File: config.mk
export PLATFORM = sky130hd
export DESIGN_NAME = sdes_byte_cipher_unit_flat
export DESIGN_NICKNAME = d
export VERILOG_FILES = /design/src/hw/rtl/sdes_pkg.sv /design/src/hw/rtl/sdes_in_if.sv /design/src/hw/rtl/sdes_out_if.sv /design/src/hw/rtl/sdes_byte_cipher_unit.sv /design/src/hw/rtl/sdes_front.sv /design/src/hw/rtl/sdes_queue.sv /design/src/hw/rtl/sdes_back.sv /design/src/flat_wrapper.sv
export SDC_FILE = /design/constraint.sdc
export NUM_CORES = 1
export LEC_CHECK = 0
export ABC_AREA = 1
export ABC_CLOCK_PERIOD_IN_PS = 4650
export BUFFER_PORTS_ARGS = -buffer_cell sky130_fd_sc_hd__buf_4
export CAP_MARGIN = 0
export CORE_MARGIN = 4
export CORE_UTILIZATION = 30
export CTS_CLUSTER_DIAMETER = 30
export DETAILED_ROUTE_END_ITERATION = 10
export PLACE_DENSITY = 0.45
export SYNTH_ARGS = -nofsm -noshare
export SYNTH_HDL_FRONTEND = slang
export SYNTH_SLANG_ARGS = --single-unit
File: constraint.sdc
create_clock -name clk_i -period 4.65 [get_ports clk_i]
set_input_delay 0.465 -clock clk_i [delete_from_list [all_inputs] [get_ports clk_i]]
set_output_delay 0.465 -clock clk_i [all_outputs]
set_load 0.05 [all_outputs]
File: src/hw/rtl/sdes_pkg.sv
// ----------------------------------------------------------------------------
// S-DES package
// Shared types, S-box tables and the S-DES round functions.
// ----------------------------------------------------------------------------
package sdes_pkg;

  localparam int unsigned KeyW       = 10;
  localparam int unsigned ByteW      = 8;
  localparam int unsigned SubkeyW    = 8;
  localparam int unsigned CfgIdxW    = 1;
  localparam int unsigned CfgDataW   = KeyW;
  localparam int unsigned QueueDepthDef = 2;

  // Configuration register indexes
  localparam logic [CfgIdxW-1:0] CfgIdxKey     = 1'd0;
  localparam logic [CfgIdxW-1:0] CfgIdxDecrypt = 1'd1;

  // S-boxes, indexed by {row, column}
  localparam logic [1:0] Sbox0 [16] = '{
    2'd1, 2'd0, 2'd3, 2'd2,
    2'd3, 2'd2, 2'd1, 2'd0,
    2'd0, 2'd2, 2'd1, 2'd3,
    2'd3, 2'd1, 2'd3, 2'd2
  };
  localparam logic [1:0] Sbox1 [16] = '{
    2'd0, 2'd1, 2'd2, 2'd3,
    2'd2, 2'd0, 2'd1, 2'd3,
    2'd3, 2'd0, 2'd1, 2'd0,
    2'd2, 2'd1, 2'd0, 2'd3
  };

  // Subkeys in the order the two rounds use them
  typedef struct packed {
    logic [SubkeyW-1:0] first;
    logic [SubkeyW-1:0] second;
  } round_keys_t;

  // One queue transaction between front and back
  typedef struct packed {
    logic             valid;
    logic [ByteW-1:0] data;
  } xfer_t;

  function automatic logic [ByteW-1:0] perm_ip(input logic [ByteW-1:0] v);
    return {v[6], v[2], v[5], v[7], v[4], v[0], v[3], v[1]};
  endfunction

  function automatic logic [ByteW-1:0] perm_ipi(input logic [ByteW-1:0] v);
    return {v[4], v[7], v[5], v[3], v[1], v[6], v[0], v[2]};
  endfunction

  function automatic logic [ByteW-1:0] nibble_swap(input logic [ByteW-1:0] v);
    return {v[3:0], v[7:4]};
  endfunction

  // Expand right nibble, mix in subkey, substitute, permute by P4
  function automatic logic [3:0] func_f(input logic [3:0] r,
                                        input logic [SubkeyW-1:0] sk);
    logic [7:0] t;
    logic [1:0] s0;
    logic [1:0] s1;
    t  = {r[0], r[3], r[2], r[1], r[2], r[1], r[0], r[3]} ^ sk;
    s0 = Sbox0[{t[7], t[4], t[6:5]}];
    s1 = Sbox1[{t[3], t[0], t[2:1]}];
    return {s0[0], s1[0], s1[1], s0[1]};
  endfunction

  function automatic logic [ByteW-1:0] func_fk(input logic [ByteW-1:0] v,
                                               input logic [SubkeyW-1:0] sk);
    return {v[7:4] ^ func_f(v[3:0], sk), v[3:0]};
  endfunction

  // Key schedule: P10, rotate halves by one then by two more, P8 each time
  function automatic round_keys_t key_schedule(input logic [KeyW-1:0] k,
                                               input logic decrypt);
    logic [KeyW-1:0]    p;
    logic [KeyW-1:0]    r1;
    logic [KeyW-1:0]    r3;
    logic [SubkeyW-1:0] k1;
    logic [SubkeyW-1:0] k2;
    round_keys_t        rk;
    p  = {k[7], k[5], k[8], k[3], k[6], k[0], k[9], k[1], k[2], k[4]};
    r1 = {p[8:5], p[9], p[3:0], p[4]};
    r3 = {p[6:5], p[9:7], p[1:0], p[4:2]};
    k1 = {r1[4], r1[7], r1[3], r1[6], r1[2], r1[5], r1[0], r1[1]};
    k2 = {r3[4], r3[7], r3[3], r3[6], r3[2], r3[5], r3[0], r3[1]};
    rk.first  = decrypt ? k2 : k1;
    rk.second = decrypt ? k1 : k2;
    return rk;
  endfunction

endpackage

File: src/hw/rtl/sdes_in_if.sv
// ----------------------------------------------------------------------------
// S-DES input channel
// Valid/ready channel carrying one input byte per transaction.
// ----------------------------------------------------------------------------
interface sdes_in_if;
  logic                      valid;
  logic                      ready;
  logic [sdes_pkg::ByteW-1:0] data_in;

  modport source (output valid, output data_in, input ready);
  modport sink   (input valid, input data_in, output ready);
endinterface

File: src/hw/rtl/sdes_out_if.sv
// ----------------------------------------------------------------------------
// S-DES output channel
// Valid/ready channel carrying one result byte per transaction.
// ----------------------------------------------------------------------------
interface sdes_out_if;
  logic                      valid;
  logic                      ready;
  logic [sdes_pkg::ByteW-1:0] data_out;

  modport source (output valid, output data_out, input ready);
  modport sink   (input valid, input data_out, output ready);
endinterface

File: src/hw/rtl/sdes_byte_cipher_unit.sv
// ----------------------------------------------------------------------------
// S-DES byte cipher unit
// An input byte passes the front register, the queue and the output register
// before it can leave as an output transaction.
// Throughput: one byte per cycle while neither side stalls; the queue lets either side stall alone.
// Reset: key and mode clear to 0, all stages and the queue empty.
// ----------------------------------------------------------------------------
module sdes_byte_cipher_unit #(
  parameter int unsigned QueueDepth = sdes_pkg::QueueDepthDef
) (
  input  logic                          clk_i,
  input  logic                          rst_ni,
  sdes_in_if.sink                       in_if,
  sdes_out_if.source                    out_if,
  input  logic                          cfg_we_i,
  input  logic [sdes_pkg::CfgIdxW-1:0]  cfg_idx_i,
  input  logic [sdes_pkg::CfgDataW-1:0] cfg_wdata_i
);

  logic [sdes_pkg::KeyW-1:0] cipher_key_q;
  logic                      decrypt_mode_q;
  sdes_pkg::round_keys_t     keys;
  sdes_pkg::xfer_t           push, pop;
  logic                      push_ready, pop_ready;

  // Hold configuration registers
  always_ff @(posedge clk_i or negedge rst_ni) begin
    if (!rst_ni) begin
      cipher_key_q   <= '0;
      decrypt_mode_q <= 1'b0;
    end else if (cfg_we_i) begin
      case (cfg_idx_i)
        sdes_pkg::CfgIdxKey:     cipher_key_q   <= cfg_wdata_i[sdes_pkg::KeyW-1:0];
        sdes_pkg::CfgIdxDecrypt: decrypt_mode_q <= cfg_wdata_i[0];
        default: ;
      endcase
    end
  end

  // Derive round keys in use order
  assign keys = sdes_pkg::key_schedule(cipher_key_q, decrypt_mode_q);

  sdes_front u_front (
    .clk_i        (clk_i),
    .rst_ni       (rst_ni),
    .in_if        (in_if),
    .keys_i       (keys),
    .push_o       (push),
    .push_ready_i (push_ready)
  );

  sdes_queue #(
    .Depth (QueueDepth)
  ) u_queue (
    .clk_i        (clk_i),
    .rst_ni       (rst_ni),
    .push_i       (push),
    .push_ready_o (push_ready),
    .pop_o        (pop),
    .pop_ready_i  (pop_ready)
  );

  sdes_back u_back (
    .clk_i       (clk_i),
    .rst_ni      (rst_ni),
    .pop_i       (pop),
    .pop_ready_o (pop_ready),
    .keys_i      (keys),
    .out_if      (out_if)
  );

endmodule

File: src/hw/rtl/sdes_front.sv
// ----------------------------------------------------------------------------
// S-DES front stage
// Accepts input bytes, applies IP, the first fk round and the nibble swap.
// ----------------------------------------------------------------------------
module sdes_front (
  input  logic                  clk_i,
  input  logic                  rst_ni,
  sdes_in_if.sink               in_if,
  input  sdes_pkg::round_keys_t keys_i,
  output sdes_pkg::xfer_t       push_o,
  input  logic                  push_ready_i
);

  logic                       stage_valid_d, stage_valid_q;
  logic [sdes_pkg::ByteW-1:0] stage_data_d, stage_data_q;
  logic                       accept;

  // Take a new transaction when the stage is empty or draining
  assign in_if.ready = !stage_valid_q || push_ready_i;
  assign accept      = in_if.valid && in_if.ready;

  always_comb begin
    stage_valid_d = stage_valid_q;
    stage_data_d  = stage_data_q;
    if (accept) begin
      stage_valid_d = 1'b1;
      stage_data_d  = sdes_pkg::nibble_swap(
        sdes_pkg::func_fk(sdes_pkg::perm_ip(in_if.data_in), keys_i.first));
    end else if (push_ready_i) begin
      stage_valid_d = 1'b0;
    end
  end

  always_ff @(posedge clk_i or negedge rst_ni) begin
    if (!rst_ni) begin
      stage_valid_q <= 1'b0;
    end else begin
      stage_valid_q <= stage_valid_d;
    end
  end

  always_ff @(posedge clk_i) begin
    stage_data_q <= stage_data_d;
  end

  assign push_o.valid = stage_valid_q;
  assign push_o.data  = stage_data_q;

endmodule

File: src/hw/rtl/sdes_queue.sv
// ----------------------------------------------------------------------------
// S-DES decoupling queue
// Small FIFO between the front and back stages.
// ----------------------------------------------------------------------------
module sdes_queue #(
  parameter int unsigned Depth = sdes_pkg::QueueDepthDef
) (
  input  logic            clk_i,
  input  logic            rst_ni,
  input  sdes_pkg::xfer_t push_i,
  output logic            push_ready_o,
  output sdes_pkg::xfer_t pop_o,
  input  logic            pop_ready_i
);

  localparam int unsigned PtrW = (Depth > 1) ? $clog2(Depth) : 1;
  localparam int unsigned CntW = $clog2(Depth + 1);

  logic [sdes_pkg::ByteW-1:0] entry_q [Depth];
  logic [PtrW-1:0]            wr_ptr_d, wr_ptr_q;
  logic [PtrW-1:0]            rd_ptr_d, rd_ptr_q;
  logic [CntW-1:0]            count_d, count_q;
  logic                       do_push, do_pop;

  assign push_ready_o = (count_q != CntW'(Depth));
  assign do_push      = push_i.valid && push_ready_o;
  assign pop_o.valid  = (count_q != '0);
  assign pop_o.data   = entry_q[rd_ptr_q];
  assign do_pop       = pop_o.valid && pop_ready_i;

  // Advance pointers with wrap and track occupancy
  always_comb begin
    wr_ptr_d = wr_ptr_q;
    rd_ptr_d = rd_ptr_q;
    count_d  = count_q;
    if (do_push) begin
      wr_ptr_d = (wr_ptr_q == PtrW'(Depth - 1)) ? '0 : wr_ptr_q + PtrW'(1);
    end
    if (do_pop) begin
      rd_ptr_d = (rd_ptr_q == PtrW'(Depth - 1)) ? '0 : rd_ptr_q + PtrW'(1);
    end
    if (do_push && !do_pop) begin
      count_d = count_q + CntW'(1);
    end else if (do_pop && !do_push) begin
      count_d = count_q - CntW'(1);
    end
  end

  always_ff @(posedge clk_i or negedge rst_ni) begin
    if (!rst_ni) begin
      wr_ptr_q <= '0;
      rd_ptr_q <= '0;
      count_q  <= '0;
    end else begin
      wr_ptr_q <= wr_ptr_d;
      rd_ptr_q <= rd_ptr_d;
      count_q  <= count_d;
    end
  end

  // Store pushed transaction
  always_ff @(posedge clk_i) begin
    if (do_push) begin
      entry_q[wr_ptr_q] <= push_i.data;
    end
  end

endmodule

File: src/hw/rtl/sdes_back.sv
// ----------------------------------------------------------------------------
// S-DES back stage
// Applies the second fk round and IP inverse into the output register.
// ----------------------------------------------------------------------------
module sdes_back (
  input  logic                  clk_i,
  input  logic                  rst_ni,
  input  sdes_pkg::xfer_t       pop_i,
  output logic                  pop_ready_o,
  input  sdes_pkg::round_keys_t keys_i,
  sdes_out_if.source            out_if
);

  logic                       out_valid_d, out_valid_q;
  logic [sdes_pkg::ByteW-1:0] out_data_d, out_data_q;
  logic                       take;

  // Pull from the queue when the output register is free or being taken
  assign pop_ready_o = !out_valid_q || out_if.ready;
  assign take        = pop_i.valid && pop_ready_o;

  always_comb begin
    out_valid_d = out_valid_q;
    out_data_d  = out_data_q;
    if (take) begin
      out_valid_d = 1'b1;
      out_data_d  = sdes_pkg::perm_ipi(sdes_pkg::func_fk(pop_i.data, keys_i.second));
    end else if (out_if.ready) begin
      out_valid_d = 1'b0;
    end
  end

  always_ff @(posedge clk_i or negedge rst_ni) begin
    if (!rst_ni) begin
      out_valid_q <= 1'b0;
    end else begin
      out_valid_q <= out_valid_d;
    end
  end

  always_ff @(posedge clk_i) begin
    out_data_q <= out_data_d;
  end

  assign out_if.valid    = out_valid_q;
  assign out_if.data_out = out_data_q;

endmodule

File: src/flat_wrapper.sv
// flat-port wrapper written by rule: the top's interface ports become plain ports
module sdes_byte_cipher_unit_flat 
#(
  parameter int unsigned QueueDepth = sdes_pkg::QueueDepthDef
)
  (clk_i, rst_ni, cfg_we_i, cfg_idx_i, cfg_wdata_i, in_if_valid, in_if_data_in, in_if_ready, out_if_valid, out_if_data_out, out_if_ready);
  sdes_in_if in_if_i ();
  sdes_out_if out_if_i ();
  input  logic clk_i;
  input  logic rst_ni;
  input  logic cfg_we_i;
  input  logic [sdes_pkg::CfgIdxW-1:0] cfg_idx_i;
  input  logic [sdes_pkg::CfgDataW-1:0] cfg_wdata_i;
  input wire logic [$bits(in_if_i.valid)-1:0] in_if_valid;
  input wire logic [$bits(in_if_i.data_in)-1:0] in_if_data_in;
  output wire logic [$bits(in_if_i.ready)-1:0] in_if_ready;
  output wire logic [$bits(out_if_i.valid)-1:0] out_if_valid;
  output wire logic [$bits(out_if_i.data_out)-1:0] out_if_data_out;
  input wire logic [$bits(out_if_i.ready)-1:0] out_if_ready;
  assign in_if_i.valid = in_if_valid;
  assign in_if_i.data_in = in_if_data_in;
  assign in_if_ready = in_if_i.ready;
  assign out_if_valid = out_if_i.valid;
  assign out_if_data_out = out_if_i.data_out;
  assign out_if_i.ready = out_if_ready;
  sdes_byte_cipher_unit #(.QueueDepth(QueueDepth)) u_core (.clk_i(clk_i), .rst_ni(rst_ni), .in_if(in_if_i), .out_if(out_if_i), .cfg_we_i(cfg_we_i), .cfg_idx_i(cfg_idx_i), .cfg_wdata_i(cfg_wdata_i));
endmodule
# Word level (Yosys, flattened, before mapping)
# Memories as Yosys holds them, arrays and structs flattened.
# Cells that the tools add are included.
word_totals:
  mem_count: 5
  inputBits: 24
  word_cells: 69
  ramBits: 16
  romBits: 128
  output_inout_bits: 10
  reg_bits: 33
  latchBits: 0
classes:
  div_mod_pow: 0
  shifts: 0
  n_mux: 20
  n_mul: 0
  reduce_logical: 17
  n_addsub: 4
  n_eq_ne: 1
  bitwise: 9
  magnitude_cmp: 4
mem_list:
  columns: ["name", "depth", "word_bits", "read_ports", "rd_clocked_by_memory_dff", "wr", "line", "rtl"]
  rows:
  - ["(no name shown)", 16, 2, 1, 0, 0, "sdes_pkg.sv:64", "s1 = Sbox1[{t[3], t[0], t[2:1]}];"]
  - ["(no name shown)", 16, 2, 1, 0, 0, "sdes_pkg.sv:63", "s0 = Sbox0[{t[7], t[4], t[6:5]}];"]
  - ["(no name shown)", 16, 2, 1, 0, 0, "sdes_pkg.sv:64", null]
  - ["(no name shown)", 16, 2, 1, 0, 0, "sdes_pkg.sv:63", null]
  - ["u_core.u_queue.entry_q", 2, 8, 1, 0, 1, "sdes_queue.sv:19", "logic [sdes_pkg::ByteW-1:0] entry_q [Depth];"]
ops:
  columns: ["operator", "count"]
  rows:
  - ["$ge A5 B5 Y1 const B", 4]
  - ["$mux W2", 10]
  - ["$not A4 Y5", 4]
  - ["$mux W8", 2]
  - ["$xor A8 B8 Y8", 2]
  - ["$mux W1", 8]
  - ["$reduce_bool A2 Y1", 4]
  - ["$xor A4 B4 Y4", 2]
  - ["$logic_and A1 B1 Y1", 5]
  - ["$logic_not A1 Y1", 4]
  - ["$reduce_and A2 Y1", 2]
  - ["$add A1 B1 Y1 const B", 2]
  - ["$add A2 B1 Y2 const B", 1]
  - ["$logic_or A1 B1 Y1", 2]
  - ["$ne A2 B2 Y1 const B", 1]
  - ["$sub A2 B1 Y2 const B", 1]
  - ["$not A1 Y1", 1]

# Longest topological paths before layout
depth:
  word_depth: 7
  ltp_mapped: 12
  mapped_depth_nobuf: 12

# By module
# Synthesis repeated with hierarchy kept, for this count alone.
hier_totals:
  hier_cells: 340
  hier_area_um2: 2742.6
by_module_without_submodules:
  columns: ["mod", "area_each_um2", "n_inst", "seq_area_each_um2", "cells_per_inst"]
  rows:
  - ["sdes_queue", 827.0, 1, 580.6, 70]
  - ["sdes_front", 655.6, 1, 265.3, 93]
  - ["sdes_back", 648.1, 1, 265.3, 92]
  - ["sdes_byte_cipher_unit", 611.8, 1, 275.3, 85]

# Least setup slack after synthesis
# OpenSTA, ideal clock, no wires.
synth_timing:
  path_type: "flip-flop to flip-flop"
  startpoint: "register u_core.u_back.out_valid_q (netlist: u_core.u_back.out_if.valid)"
  endpoint: "register u_core.u_queue.count_q[1]"
  setup_time_ns: 0.131
  required_time_ns: 4.519
  arrival_ns: 2.053
  slack_ns: 2.466
  synth_period_minus_slack_ns: 2.184
  stages_incl_launch_ff: 9
  cell_sequence: "dfrtp_1 inv_1 nor2_1 a21oi_1 inv_1 ha_1 a21oi_1 o21ai_0 xor2_1"
synth_between:
  elab_chain_cells: 6
  elab_cells_between_ends: 8
  cone_classes: "1 x mux; 7 x reduce/logical"
synth_rtl:
  columns: ["element", "line", "rtl"]
  rows:
  - ["from (decl)", "sdes_back.sv:14", "logic out_valid_d, out_valid_q;"]
  - ["from (signal assigned)", "sdes_back.sv:37", "out_valid_q <= out_valid_d;"]
  - ["$logic_not A1 Y1 *", "sdes_back.sv:19", "assign pop_ready_o = !out_valid_q || out_if.ready;"]
  - ["$logic_or A1 B1 Y1 *", "sdes_back.sv:19", null]
  - ["$logic_and A1 B1 Y1 *", "sdes_queue.sv:29", "assign do_pop = pop_o.valid && pop_ready_i;"]
  - ["$logic_not A1 Y1", "sdes_queue.sv:42", "if (do_push && !do_pop) begin"]
  - ["$logic_and A1 B1 Y1", "sdes_queue.sv:42", null]
  - ["$mux W2 / $reduce_bool A2 Y1 (equally long branches)", null, null]
  - ["to (signal assigned)", "sdes_queue.sv:57", "count_q <= count_d;"]
  - ["to (decl)", "sdes_queue.sv:22", "logic [CntW-1:0] count_d, count_q;"]
# Mark *: on every way between the ends. The rest lies on a longest branch, timed or not.
# A chain may end at the register's enable or synchronous reset.

# Worst setup path after layout
# Same ends and word-level chain as after synthesis.

==> results.toml <==
[timing]
setup_slack_ns = 2.37
finalHoldWorstSlack_ns = 0.00126
fin_setup_tns_ns = 0
fin_crit_ns = 2.28
rsz0062_at_grt = "false"
worst_pin_slew_ns = 0.969
setup_viol = 0
finClkSkew_ns = 0.0120
max-slew-margin-rel_pct = 35.4
fmax_ghz = 0.439
hold_viol = 0
min_period_over_period_pct = 49.0
drv_slew = 0

[run]
cap_violations = 0

[drt]
first_pass_iters = 5
routed_wl_um = 6330
ant_nets = 0
vias = 2252
wl_per_cell_um = 12.6
drc_errors = 0
via_per_inst = 4.50
drt_iter0_drc = 94

[synthesis]
ys_seq_area_share_pct = 50.1
ys.flop_type = "edfxtp_1"
synthCells = 357
synthesis.nets = 384
ys_types = 23
yosys_warnings = 0
ys_seq_elements = 49
synth_edf_count = 32
async_flop_share_pct = 34.7
syn_area_um2 = 2770
syn_avg_cell_area_um2 = 7.75

[setup_path]
cp-start-kind = "flip-flop"
cpPeakStageDelay_ns = 0.74
crit_slowest_cell = "a21oi_1"
end_kind = "flip-flop"
cp.required_ns = 4.85
critPathMaxFanout = 10
cp_cell_sequence = "inv_1, nor2_1, a21oi_1, inv_1, ha_1, a21oi_1, o21ai_0, xor2_1"
crit_type = "flip-flop to flip-flop"
arrival_ns = 2.48

[global_route]
grt_pass1_wl_um = 10400
grt_util_all_layers_pct = 12.1
antenna_found_initial = 0
grt_pass1_vias = 2160
grt_overflow_total = 0
grt_max_degree = 23

[floorplan]
die_y_um = 104
die-area_um2 = 10800
core_um2 = 8850
die_x_um = 104
start_util_pct = 31.3
rows = 34
io_pins = 34

[place]
dp_hpwl_um = 5020
post_dp_cell_area_um2 = 3110
dp_slack_ns = 2.18
port_buffers = 33
gp_routability_congestion = 0.795

[min_path]
min_path_type = "input pin to async pin"

[clock_network]
clk_pin_slew_ns = 0.11
clock_latency_ns = 0.31
cts_root_buf = "clkbuf_8"
cts_tree = "yes"
cts_hold_buf = 0
numCtsBuffers = 5
postCtsSetupRepairBufs = 0
cts_num_sinks = 49
cts_max_path_buffers = 2
cts_max_level = 2
cts_resized = 0

[power_and_ir_drop]
p_leak_nw = 1.62
vdd.ir_drop.worst_uv = 160
power.density_nw_per_um2 = 616

[finish]
diodes = 0
drive_gt1_share_pct = 16.0
final_common_cell = "nand2_1"
final_cell_mix = "nand2_1 (153), inv_1 (39), nand3_1 (34)"
stdcell_area_um2 = 3200
synthToLayoutAreaGrowth_pct = 15.7
fin_nets = 419

[status]
status = "finished clean"
[power breakdown]
group          leakage [nW]  internal (W)  switching [W]
registers             0.499      0.000658      0.0000846
clock network        0.0423      0.000110       0.000164
logic                  1.08      0.000301       0.000653
total                  1.62       0.00107       0.000901
[logic make-up (layout without fill, tap and decap cells)]
kind of cell | Yosys count | in the layout | synth area share (%)
fa+ha+maj | 3 | 3 | 1.36
compound gates | 30 | 30 | 5.61
simple gates | 217 | 217 | 32.4
mux | 4 | 4 | 1.63
xor+xnor | 4 | 4 | 1.27
flops | 49 | 49 | 50.1
buf+inv | 50 | 86 | 7.65
[area by class of cell]
cell class	instances	area, um^2
fillers	912	5650
flip-flops and latches	49	1390
inverters	45	169
clock buffers	5	68.8
clock inverters	3	26.3
well taps	108	135
repair buffers	33	248
multi-input cells	258	1170
[sequential cells by signal, summed over array words and instances (netlist names)]
register                       flops
u_core.u_queue.count_q             2
u_core.u_back.out_if.data_out      8
u_core.u_queue.entry_q            16
u_core.cipher_key_q               10
u_core.u_back.out_if.valid         1
u_core.decrypt_mode_q              1
u_core.u_front.stage_valid_q       1
u_core.u_queue.wr_ptr_q            1
u_core.u_queue.rd_ptr_q            1
u_core.u_front.stage_data_q        8
[worst max-delay path, delay by kind of cell, from the launching register on]
family,cells,cell delay (ns)
simple gates,1,0.04
compound gates,3,0.98
flops,1,0.39
fa+ha+maj,1,0.37
buf+inv,2,0.24
xor+xnor,1,0.15
[layer usage]
metal	vias to the layer above	share of wire [%]	track usage [%]	wire [um]
li1	1206	-	-	-
met3	7	3.9	2.55	245
met5	-	0	0	0
met4	0	1.5	3.61	93
met2	49	48	20.2	3040
met1	990	47	15.8	2950
[cells in the mapped netlist, drive strengths merged, types with 2 or more instances]
| master | count | area share [%] |
|---|---|---|
| nand2 | 161 | 23 |
| inv | 45 | 6.1 |
| nand3 | 34 | 6.2 |
| edfxtp | 32 | 35 |
| o21ai | 20 | 3.8 |
| dfrtp | 17 | 15 |
| nor2 | 16 | 2.2 |
| a21oi | 9 | 1.6 |
| buf | 4 | 1.4 |
| mux2 | 4 | 1.6 |
| or2 | 4 | 0.91 |
| ha | 3 | 1.4 |
| xor2 | 3 | 0.95 |
| nand3b | 2 | 0.54 |
[final timing paths]
kind / start / end / slack (ns) / cells after the start
min in group clk_i: cfg_idx_i / u_core.decrypt_mode_q$_DFFE_PN0P_ / 0.33 / 2
max in group asynchronous: rst_ni / u_core.cipher_key_q[6]$_DFFE_PN0P_ / 4.44 / 1
max: u_core.u_back.out_if.valid$_DFFE_PN0P_ / u_core.u_queue.count_q[1]$_DFFE_PN0P_ / 2.37 / 8
min reg2reg: u_core.u_front.stage_data_q[5]$_DFFE_PP_ / u_core.u_queue.entry_q[1][5]$_DFFE_PP_ / 0.44 / 0
min: rst_ni / u_core.cipher_key_q[3]$_DFFE_PN0P_ / 0.001 / 1
max reg2reg: u_core.u_back.out_if.valid$_DFFE_PN0P_ / u_core.u_queue.count_q[1]$_DFFE_PN0P_ / 2.37 / 8
[through the flow]
| step | instances | utilization [%] | power, W |
|---|---|---|---|
| after floorplan | 357 | - | 0.00147 |
| after global placement | 493 | 35.1 | 0.00171 |
| after detailed placement | 493 | 35.1 | 0.00171 |
| after CTS | 501 | 36.2 | 0.00199 |
| after global routing | 501 | 36.2 | 0.00213 |
| final | 501 | 36.2 | 0.00197 |
Note: power is estimated with default switching activity, not from simulation.
